<file path="src/sv/hkms_pkg.sv">
// Shared types, codes and constants for the haptic knob mode and setpoint block.
package hkms_pkg;

   localparam int FRAC_BITS_DEF = 16;

   // pi in Q16.48
   localparam logic [63:0] PI_Q48 = 64'h0003_243F_6A88_85A3;

   localparam logic KIND_TICK = 1'b0;
   localparam logic KIND_MODE = 1'b1;

   localparam logic [2:0] KNOB_DISABLE = 3'd0;
   localparam logic [2:0] KNOB_INERTIA = 3'd1;
   localparam logic [2:0] KNOB_ENCODER = 3'd2;
   localparam logic [2:0] KNOB_SPRING  = 3'd3;
   localparam logic [2:0] KNOB_DAMPED  = 3'd4;
   localparam logic [2:0] KNOB_SPIN    = 3'd5;

   localparam logic [1:0] DRV_TORQUE   = 2'd0;
   localparam logic [1:0] DRV_VELOCITY = 2'd1;
   localparam logic [1:0] DRV_ANGLE    = 2'd2;

   localparam logic [1:0] CSR_ZERO_OFFSET = 2'd0;
   localparam logic [1:0] CSR_LIMIT_LOW   = 2'd1;
   localparam logic [1:0] CSR_LIMIT_HIGH  = 2'd2;
   localparam logic [1:0] CSR_DETENTS     = 2'd3;

   typedef struct packed {
      logic signed [31:0] zero_offset;
      logic signed [31:0] limit_low;
      logic signed [31:0] limit_high;
      logic [7:0]         detents_per_turn;
   } cfg_type;

   // Clamp a 33-bit signed value into 32 bits
   function automatic logic signed [31:0] sat33(input logic signed [32:0] x);
      logic signed [31:0] r;
      if (x[32] != x[31]) begin
         r = x[32] ? 32'sh8000_0000 : 32'sh7FFF_FFFF;
      end else begin
         r = x[31:0];
      end
      return r;
   endfunction

endpackage

</file>
<file path="src/sv/haptic_knob_mode_setpoint_top.sv">
// Haptic knob mode and setpoint block: one result per tick or mode-change
// transfer. A mode change or a tick outside encoder mode passes from acceptance
// through the position and execute states. An encoder tick also runs the divide
// and step states, waiting on the bit-serial divider that works out the detent
// step 2*pi/N and the half-step from detents_per_turn, one quotient bit per cycle
// over FRAC_BITS + 4 bits (20 at Q16.16). The result sits in an output
// register, so the next request is taken while the previous result waits; the
// block only holds off a finished item if that register is still full.
// Configuration writes are always ready and must be made while the block is idle.
module haptic_knob_mode_setpoint_top #(
   parameter int FRAC_BITS = hkms_pkg::FRAC_BITS_DEF
) (
   input  logic               clock,
   input  logic               reset,
   input  logic               req_valid,
   output logic               req_stall,
   input  logic               req_kind,
   input  logic [2:0]         req_new_mode,
   input  logic signed [31:0] req_shaft_angle,
   input  logic signed [31:0] req_shaft_speed,
   output logic               rsp_valid,
   input  logic               rsp_stall,
   output logic [1:0]         rsp_drive_mode,
   output logic signed [31:0] rsp_setpoint,
   output logic signed [31:0] rsp_detent_index,
   input  logic               csr_valid,
   output logic               csr_ready,
   input  logic [1:0]         csr_index,
   input  logic [31:0]        csr_data
);
   import hkms_pkg::*;

   localparam int DIV_W = FRAC_BITS + 4;
   localparam logic [63:0] PI_SHIFTED = PI_Q48 >> (46 - FRAC_BITS);
   localparam logic [DIV_W-1:0] DIVIDEND = PI_SHIFTED[DIV_W-1:0];

   localparam longint ONE_L  = longint'(1) << FRAC_BITS;
   localparam longint T42_L  = (42 * ONE_L + 5) / 10;
   localparam longint T03_L  = (3 * ONE_L + 5) / 10;
   localparam longint SPIN_L = 20 * ONE_L;

   localparam logic signed [31:0] TGT_42   = 32'(T42_L);
   localparam logic signed [31:0] TGT_SPIN = 32'(SPIN_L);
   localparam logic signed [32:0] ONE_X    = 33'(ONE_L);
   localparam logic signed [32:0] NONE_X   = 33'(-ONE_L);
   localparam logic signed [32:0] TH_X     = 33'(T03_L);
   localparam logic signed [32:0] NTH_X    = 33'(-T03_L);

   typedef enum logic [4:0] {
      ST_IDLE = 5'b00001,
      ST_POS  = 5'b00010,
      ST_DIV  = 5'b00100,
      ST_STEP = 5'b01000,
      ST_EXEC = 5'b10000
   } state_type;

   state_type state_ff, state_in;

   cfg_type cfg;

   // captured request
   logic               kind_ff;
   logic [2:0]         new_mode_ff;
   logic signed [31:0] angle_ff, speed_ff;

   // working values
   logic signed [31:0] pos_ff, pos_in;
   logic signed [32:0] d_ff, d_in;
   logic signed [32:0] half_ff, half_in, step_ff, step_in;

   // knob state
   logic [2:0]         knob_mode_ff, knob_mode_in;
   logic signed [31:0] prev_angle_ff, prev_angle_in;
   logic signed [31:0] prev_speed_ff, prev_speed_in;
   logic signed [31:0] target_ff, target_in;
   logic [1:0]         drive_ff, drive_in;
   logic [31:0]        detent_ff, detent_in;

   logic               rsp_valid_ff, rsp_valid_in;
   logic [1:0]         rsp_drive_ff;
   logic signed [31:0] rsp_setpoint_ff, rsp_detent_ff;

   logic               div_start, div_done;
   logic [7:0]         div_divisor;
   logic [DIV_W-1:0]   div_quo;

   logic               accept, out_free, commit;
   logic signed [32:0] ang_diff, spd_diff, tgt_up, tgt_dn;
   logic [DIV_W:0]     r2_inc, r1_inc;

   hkms_csr #(.FRAC_BITS(FRAC_BITS)) u_csr (
      .clock     (clock),
      .reset     (reset),
      .csr_valid (csr_valid),
      .csr_ready (csr_ready),
      .csr_index (csr_index),
      .csr_data  (csr_data),
      .cfg       (cfg)
   );

   hkms_div #(.W(DIV_W)) u_div (
      .clock    (clock),
      .reset    (reset),
      .start    (div_start),
      .divisor  (div_divisor),
      .dividend (DIVIDEND),
      .done     (div_done),
      .quotient (div_quo)
   );

   assign req_stall = (state_ff != ST_IDLE);
   assign accept    = req_valid && !req_stall;
   assign out_free  = !rsp_valid_ff || !rsp_stall;
   assign commit    = (state_ff == ST_EXEC) && out_free;

   assign div_divisor = (cfg.detents_per_turn == 8'd0) ? 8'd1 : cfg.detents_per_turn;
   assign div_start   = (state_ff == ST_POS) && (kind_ff == KIND_TICK)
                        && (knob_mode_ff == KNOB_ENCODER);

   // position and step arithmetic
   always_comb begin
      ang_diff = {angle_ff[31], angle_ff} - {cfg.zero_offset[31], cfg.zero_offset};
      pos_in   = sat33(ang_diff);
      d_in     = {pos_ff[31], pos_ff} - {prev_angle_ff[31], prev_angle_ff};
      // step = round(q2 / 2), half = round(q2 / 4), q2 = 2*pi*2^(F+1)/N truncated
      r2_inc   = {1'b0, div_quo} + 1'b1;
      r1_inc   = {2'b00, div_quo[DIV_W-1:1]} + 1'b1;
      step_in  = {{(33 - DIV_W){1'b0}}, r2_inc[DIV_W:1]};
      half_in  = {{(33 - DIV_W){1'b0}}, r1_inc[DIV_W:1]};
   end

   // sequencer
   always_comb begin
      state_in = state_ff;
      case (state_ff)
         ST_IDLE: if (accept) state_in = ST_POS;
         ST_POS:  state_in = div_start ? ST_DIV : ST_EXEC;
         ST_DIV:  if (div_done) state_in = ST_STEP;
         ST_STEP: state_in = ST_EXEC;
         ST_EXEC: if (out_free) state_in = ST_IDLE;
         default: state_in = ST_IDLE;
      endcase
   end

   // mode behaviour, committed with the result
   always_comb begin
      knob_mode_in  = knob_mode_ff;
      prev_angle_in = prev_angle_ff;
      prev_speed_in = prev_speed_ff;
      target_in     = target_ff;
      drive_in      = drive_ff;
      detent_in     = detent_ff;

      spd_diff = {speed_ff[31], speed_ff} - {prev_speed_ff[31], prev_speed_ff};
      tgt_up   = {target_ff[31], target_ff} + step_ff;
      tgt_dn   = {target_ff[31], target_ff} - step_ff;

      if (kind_ff == KIND_MODE) begin
         knob_mode_in  = new_mode_ff;
         prev_angle_in = pos_ff;
         prev_speed_in = speed_ff;
         case (new_mode_ff)
            KNOB_INERTIA: begin
               drive_in  = DRV_VELOCITY;
               target_in = '0;
            end
            KNOB_ENCODER: begin
               drive_in      = DRV_ANGLE;
               target_in     = TGT_42;
               prev_angle_in = TGT_42;
            end
            KNOB_SPRING: begin
               drive_in  = DRV_ANGLE;
               target_in = TGT_42;
            end
            KNOB_DAMPED: begin
               drive_in  = DRV_VELOCITY;
               target_in = '0;
            end
            KNOB_SPIN: begin
               drive_in  = DRV_VELOCITY;
               target_in = TGT_SPIN;
            end
            default: ;
         endcase
      end else begin
         case (knob_mode_ff)
            KNOB_INERTIA: begin
               if (speed_ff > ONE_X || speed_ff < NONE_X) begin
                  if (spd_diff > TH_X || spd_diff < NTH_X) begin
                     target_in = speed_ff;
                  end
               end else begin
                  target_in = '0;
               end
               prev_speed_in = speed_ff;
            end
            KNOB_ENCODER: begin
               if (d_ff > half_ff) begin
                  target_in     = sat33(tgt_up);
                  prev_angle_in = target_in;
                  detent_in     = detent_ff + 32'd1;
               end else if (d_ff < -half_ff) begin
                  target_in     = sat33(tgt_dn);
                  prev_angle_in = target_in;
                  detent_in     = detent_ff - 32'd1;
               end
            end
            KNOB_DAMPED: begin
               if (cfg.limit_high != '0 && cfg.limit_low != '0) begin
                  if (pos_ff > cfg.limit_high) begin
                     drive_in  = DRV_ANGLE;
                     target_in = cfg.limit_high;
                  end else if (pos_ff < cfg.limit_low) begin
                     drive_in  = DRV_ANGLE;
                     target_in = cfg.limit_low;
                  end else begin
                     drive_in  = DRV_VELOCITY;
                     target_in = '0;
                  end
               end
            end
            default: ;
         endcase
      end
   end

   always_comb begin
      rsp_valid_in = rsp_valid_ff;
      if (commit) begin
         rsp_valid_in = 1'b1;
      end else if (!rsp_stall) begin
         rsp_valid_in = 1'b0;
      end
   end

   always_ff @(posedge clock) begin
      if (reset) begin
         state_ff      <= ST_IDLE;
         rsp_valid_ff  <= 1'b0;
         knob_mode_ff  <= KNOB_DISABLE;
         prev_angle_ff <= '0;
         prev_speed_ff <= '0;
         target_ff     <= '0;
         drive_ff      <= DRV_TORQUE;
         detent_ff     <= '0;
      end else begin
         state_ff     <= state_in;
         rsp_valid_ff <= rsp_valid_in;
         if (commit) begin
            knob_mode_ff  <= knob_mode_in;
            prev_angle_ff <= prev_angle_in;
            prev_speed_ff <= prev_speed_in;
            target_ff     <= target_in;
            drive_ff      <= drive_in;
            detent_ff     <= detent_in;
         end
      end
   end

   always_ff @(posedge clock) begin
      if (accept) begin
         kind_ff     <= req_kind;
         new_mode_ff <= req_new_mode;
         angle_ff    <= req_shaft_angle;
         speed_ff    <= req_shaft_speed;
      end
      if (state_ff == ST_POS) begin
         pos_ff <= pos_in;
      end
      if (state_ff == ST_STEP) begin
         d_ff    <= d_in;
         half_ff <= half_in;
         step_ff <= step_in;
      end
      if (commit) begin
         rsp_drive_ff    <= drive_in;
         rsp_setpoint_ff <= target_in;
         rsp_detent_ff   <= detent_in;
      end
   end

   assign rsp_valid        = rsp_valid_ff;
   assign rsp_drive_mode   = rsp_drive_ff;
   assign rsp_setpoint     = rsp_setpoint_ff;
   assign rsp_detent_index = rsp_detent_ff;

endmodule

</file>
<file path="src/sv/hkms_div.sv">
// Bit-serial restoring divider: W-bit dividend by 8-bit divisor, one bit per cycle.
module hkms_div #(
   parameter int W = hkms_pkg::FRAC_BITS_DEF + 4
) (
   input  logic         clock,
   input  logic         reset,
   input  logic         start,
   input  logic [7:0]   divisor,
   input  logic [W-1:0] dividend,
   output logic         done,
   output logic [W-1:0] quotient
);
   import hkms_pkg::*;

   localparam int CW = $clog2(W);

   logic          busy_ff, busy_in;
   logic          done_ff, done_in;
   logic [CW-1:0] cnt_ff, cnt_in;
   logic [7:0]    rem_ff, rem_in;
   logic [7:0]    div_ff, div_in;
   logic [W-1:0]  quo_ff, quo_in;

   logic [8:0] trial;
   logic [8:0] diff;
   logic       ge;

   always_comb begin
      trial = {rem_ff, quo_ff[W-1]};
      diff  = trial - {1'b0, div_ff};
      ge    = (trial >= {1'b0, div_ff});

      busy_in = busy_ff;
      done_in = 1'b0;
      cnt_in  = cnt_ff;
      rem_in  = rem_ff;
      div_in  = div_ff;
      quo_in  = quo_ff;

      if (start) begin
         busy_in = 1'b1;
         cnt_in  = '0;
         rem_in  = '0;
         div_in  = divisor;
         quo_in  = dividend;
      end else if (busy_ff) begin
         rem_in = ge ? diff[7:0] : trial[7:0];
         quo_in = {quo_ff[W-2:0], ge};
         cnt_in = cnt_ff + 1'b1;
         if (cnt_ff == CW'(W - 1)) begin
            busy_in = 1'b0;
            done_in = 1'b1;
         end
      end
   end

   always_ff @(posedge clock) begin
      if (reset) begin
         busy_ff <= 1'b0;
         done_ff <= 1'b0;
      end else begin
         busy_ff <= busy_in;
         done_ff <= done_in;
      end
   end

   always_ff @(posedge clock) begin
      cnt_ff <= cnt_in;
      rem_ff <= rem_in;
      div_ff <= div_in;
      quo_ff <= quo_in;
   end

   assign done     = done_ff;
   assign quotient = quo_ff;

endmodule

</file>
<file path="src/sv/hkms_csr.sv">
// Configuration register file for the knob block.
module hkms_csr #(
   parameter int FRAC_BITS = hkms_pkg::FRAC_BITS_DEF
) (
   input  logic             clock,
   input  logic             reset,
   input  logic             csr_valid,
   output logic             csr_ready,
   input  logic [1:0]       csr_index,
   input  logic [31:0]      csr_data,
   output hkms_pkg::cfg_type cfg
);
   import hkms_pkg::*;

   localparam longint ONE_L      = longint'(1) << FRAC_BITS;
   localparam longint LIM_LOW_L  = (33 * ONE_L + 5) / 10;
   localparam longint LIM_HIGH_L = (51 * ONE_L + 5) / 10;

   cfg_type cfg_ff, cfg_in;

   always_comb begin
      cfg_in = cfg_ff;
      if (csr_valid) begin
         case (csr_index)
            CSR_ZERO_OFFSET: cfg_in.zero_offset      = csr_data;
            CSR_LIMIT_LOW:   cfg_in.limit_low        = csr_data;
            CSR_LIMIT_HIGH:  cfg_in.limit_high       = csr_data;
            CSR_DETENTS:     cfg_in.detents_per_turn = csr_data[7:0];
            default: ;
         endcase
      end
   end

   always_ff @(posedge clock) begin
      if (reset) begin
         cfg_ff.zero_offset      <= '0;
         cfg_ff.limit_low        <= 32'(LIM_LOW_L);
         cfg_ff.limit_high       <= 32'(LIM_HIGH_L);
         cfg_ff.detents_per_turn <= 8'd12;
      end else begin
         cfg_ff <= cfg_in;
      end
   end

   assign csr_ready = 1'b1;
   assign cfg       = cfg_ff;

endmodule

</file>
<file path="config.mk">
export PLATFORM = sky130hd
export DESIGN_NAME = haptic_knob_mode_setpoint_top
export DESIGN_NICKNAME = d
export VERILOG_FILES = /design/src/sv/hkms_pkg.sv /design/src/sv/haptic_knob_mode_setpoint_top.sv /design/src/sv/hkms_div.sv /design/src/sv/hkms_csr.sv
export SDC_FILE = /design/constraint.sdc
export NUM_CORES = 2
export LEC_CHECK = 0
export ABC_CLOCK_PERIOD_IN_PS = 14200
export BUFFER_PORTS_ARGS = -buffer_cell sky130_fd_sc_hd__clkbuf_2
export CORE_MARGIN = 2
export CORE_UTILIZATION = 60
export CTS_CLUSTER_SIZE = 25
export DETAILED_ROUTE_END_ITERATION = 8
export MAX_ROUTING_LAYER = met4
export PLACE_DENSITY = 0.78
export SYNTH_ARGS = -nofsm -noshare
export SYNTH_HDL_FRONTEND = slang
export SYNTH_SLANG_ARGS = --single-unit
</file>
<file path="constraint.sdc">
create_clock -name clock -period 14.2 [get_ports clock]
set_input_delay 0.71 -clock clock [delete_from_list [all_inputs] [get_ports clock]]
set_output_delay 0.71 -clock clock [all_outputs]
set_load 0.03 [all_outputs]
</file>
==> impl_metrics.csv <==
group,metric,value,unit
yosys,async_reset_ff_share,0,%
setup_path,crit_type,"reg -> reg",
route,drt_iter0_markers,3632,
global_routing,grt_pass1_vias,29400,
timing,period_minus_slack,5870,ps
timing,clock.fmax,170,MHz
timing,rsz0062_at_grt,"no",
die,rows,88,
global_routing,grt_max_degree,95,
place,dpl-instance-area,36000,µm²
yosys,yosysTopAreaCell,"edfxtp_1",
timing,tightest_slew,1370,ps
place,port-buffer-count,174,
timing,clock_skew,33.4,ps
route,first_pass_iters,6,
clock_network,numCtsBuffers,56,
run,cap_violations,0,
yosys,syn_area,34600,µm²
yosys,seq_area_frac_synth,37.4,%
route,vias,31900,
die,core_area,57400,µm²
setup_path,critPathRequiredTime,14750,ps
cells_and_area,final_core_util,65.9,%
clock_network,cts_sinks,524,
route,wl,114000,µm
cells_and_area,nets,4537,
cells_and_area,drive_gt1_share,8.68,%
yosys,synth_most_common_cell,"nand2_1",
route,drc,0,
status,run_status,"finished clean",
timing,slew_viol_final,0,
route,vias_per_cell,6.42,
clock_network,cts_tree,"built",
yosys,yosys-top-cells-count,"nand2_1 (536), a21oi_1 (386), nor2_1 (326)",
min_path,hold_class,"in -> reg",
yosys,ys_seq_elements,524,
power,finalPower,3.54,mW
route,routedWlPerCell,22.9,µm
place,routabilityCongestion,1.06,
clock_network,cts_hold_buf,0,
place,dpl.hpwl,85300,µm
yosys,synth.distinct_cells,92,
die,start_util,60.4,%
setup_path,crit_fanout,33,
yosys,postSynthCellCount,4113,
cells_and_area,fillerInstances,4849,
global_routing,grt_first_pass_wirelength,173000,µm
setup_path,critPathLaunchType,"flip-flop",
yosys,ys_warn_count,0,
yosys,synth-edff-count,246,
timing,final_hold_viol_count,0,
clock_network,post_cts_buffers,0,
die,io_pins,176,
route,postRouteAntennaNets,0,
setup_path,end_kind,"flip-flop",
timing,fin_crit_sh,41.3,%
die,die_area,59700,µm²
cells_and_area,syn2layout_area_growth,9.22,%
clock_network,clockRootBuffer,"clkbuf_16",
power,peakVddDrop,0.111,mV
timing,max-slew-margin-rel,8.25,%
clock_network,clk_latency,640,ps
yosys,synth.avg_cell_area,8.42,µm²
clock_network,htree_num_levels,2,
timing,whs,248,ps
die,die_x,244,µm
yosys,ys_dominant_reg_cell,"dfxtp_1",
power,leakagePower,14.5,nW
cells_and_area,fin_area,37800,µm²
yosys,syn_nets,4490,
timing,finalSetupTns,0,ps
clock_network,ctsResizeCount,0,
yosys,yosys-top-cells-area,"edfxtp_1 (21%), dfxtp_1 (16%), ha_1 (9.5%)",
yosys,synth_top_area_share,21.3,%
global_routing,antenna_found_initial,1,
power,powerDensity,93.7,nW/µm²
clock_network,clockBufferDepth,3,
global_routing,overflow,0,
timing,setup_viol,0,
setup_path,critPathArrivalTime,6420,ps
die,die_y,244,µm
clock_network,path_clk_slew,60,ps
global_routing,grt_usage,38.5,%
final timing paths:
kind | startpoint | to | slack [ps] | cells past startpoint
max | half_ff[1] | detent_ff[18] | 8330 | 21
min | req_shaft_angle[25] | angle_ff[25] | 250 | 1
max reg2reg | half_ff[1] | detent_ff[18] | 8330 | 21
min reg2reg | u_csr.cfg[89] | u_csr.cfg[89] | 450 | 2
layout make-up:
class | count | area [µm²] | share of cell area (%)
multi-input combinational | 3087 | 19800 | 52.4
sequential | 524 | 13000 | 34.2
clock buffer | 73 | 1550 | 4.09
timing repair buffer | 211 | 1150 | 3.05
inverter | 280 | 1050 | 2.78
tap | 765 | 957 | 2.53
clock inverter | 32 | 324 | 0.857
antenna | 1 | 2.50 | 0.00661
state kept, by name, summed over array words and instances, names as in the netlist, 19 cells and up:
signal	cells
angle_ff	32
d_ff	33
detent_ff	32
half_ff	19
pos_ff	32
prev_angle_ff	32
prev_speed_ff	32
rsp_detent_index	32
rsp_setpoint	32
speed_ff	32
step_ff	20
target_ff	32
u_csr.cfg	104
u_div.quotient	20
placed cells by master, fill, tap and decap left out, types with 18 or more instances in the layout:
cell type,n
a211o_1,18
nor2b_1,45
a21o_1,58
and3_1,36
dfxtp_1,277
buf_4,37
nand3_1,98
clkbuf_2,173
nand2_1,536
nor3_1,77
nor2_1,323
a221oi_1,28
xnor2_1,131
inv_1,276
or3_1,23
a211oi_1,74
and2_1,29
a31oi_1,38
edfxtp_1,246
o21ai_0,194
o211ai_1,43
ha_1,264
o21a_1,35
mux2i_1,32
nor4_1,63
o31ai_1,23
o221ai_1,20
a22oi_1,18
clkbuf_16,58
nand2b_1,47
nand4_1,57
or2_2,21
xor2_1,95
a21oi_1,386
worst max-delay path: stages (launching register included):
cell and delay, ps:
edfxtp_1 390, inv_1 100, ha_1 190, nor2b_1 220, nand2_1 200, nor3_1 380, nand3_1 350, nor2_1 200
ha_1 270, a21o_1 180, a21o_1 170, a211oi_1 220, o21ai_0 120, o311ai_0 120, o311a_1 240, buf_4 380
nor2_1 100, buf_4 230, nor2_1 780, o21ai_0 340, or3_1 390, a21oi_1 170
report_power, final:
| group | leakage [nW] | internal (mW) | switching [mW] |
|---|---|---|---|
| clock network | 0.901 | 0.847 | 0.633 |
| registers | 4.44 | 1.62 | 0.0401 |
| logic | 9.13 | 0.146 | 0.261 |
| total | 14.5 | 2.61 | 0.934 |
layer usage:
layer	up-vias	GRT usage, %	share of wire (%)
li1	14900	-	-
met1	15000	52.6	42
met5	-	-	0
met2	1668	56.7	43
met4	0	15.7	4.8
met3	357	6.58	10
cell families (layout without fill, tap and decap cells):
family	after synthesis	after routing	synth area share [%]
xor+xnor	226	226	5.71
mux	41	41	1.25
fa+ha+maj	274	274	10.0
flops	524	524	37.4
buf+inv	502	596	5.53
simple gates	1411	1411	18.9
other cells	1	2	0.0108
compound gates	1134	1134	21.2
metrics by stage:
stage	instances	setup WS (ps)
after floorplan	4113	9730
after global placement	4867	8650
after detailed placement	4867	8520
after CTS	4972	8470
after global routing	4973	7900
final	4973	8330
Power figures use the tool's default switching activity.
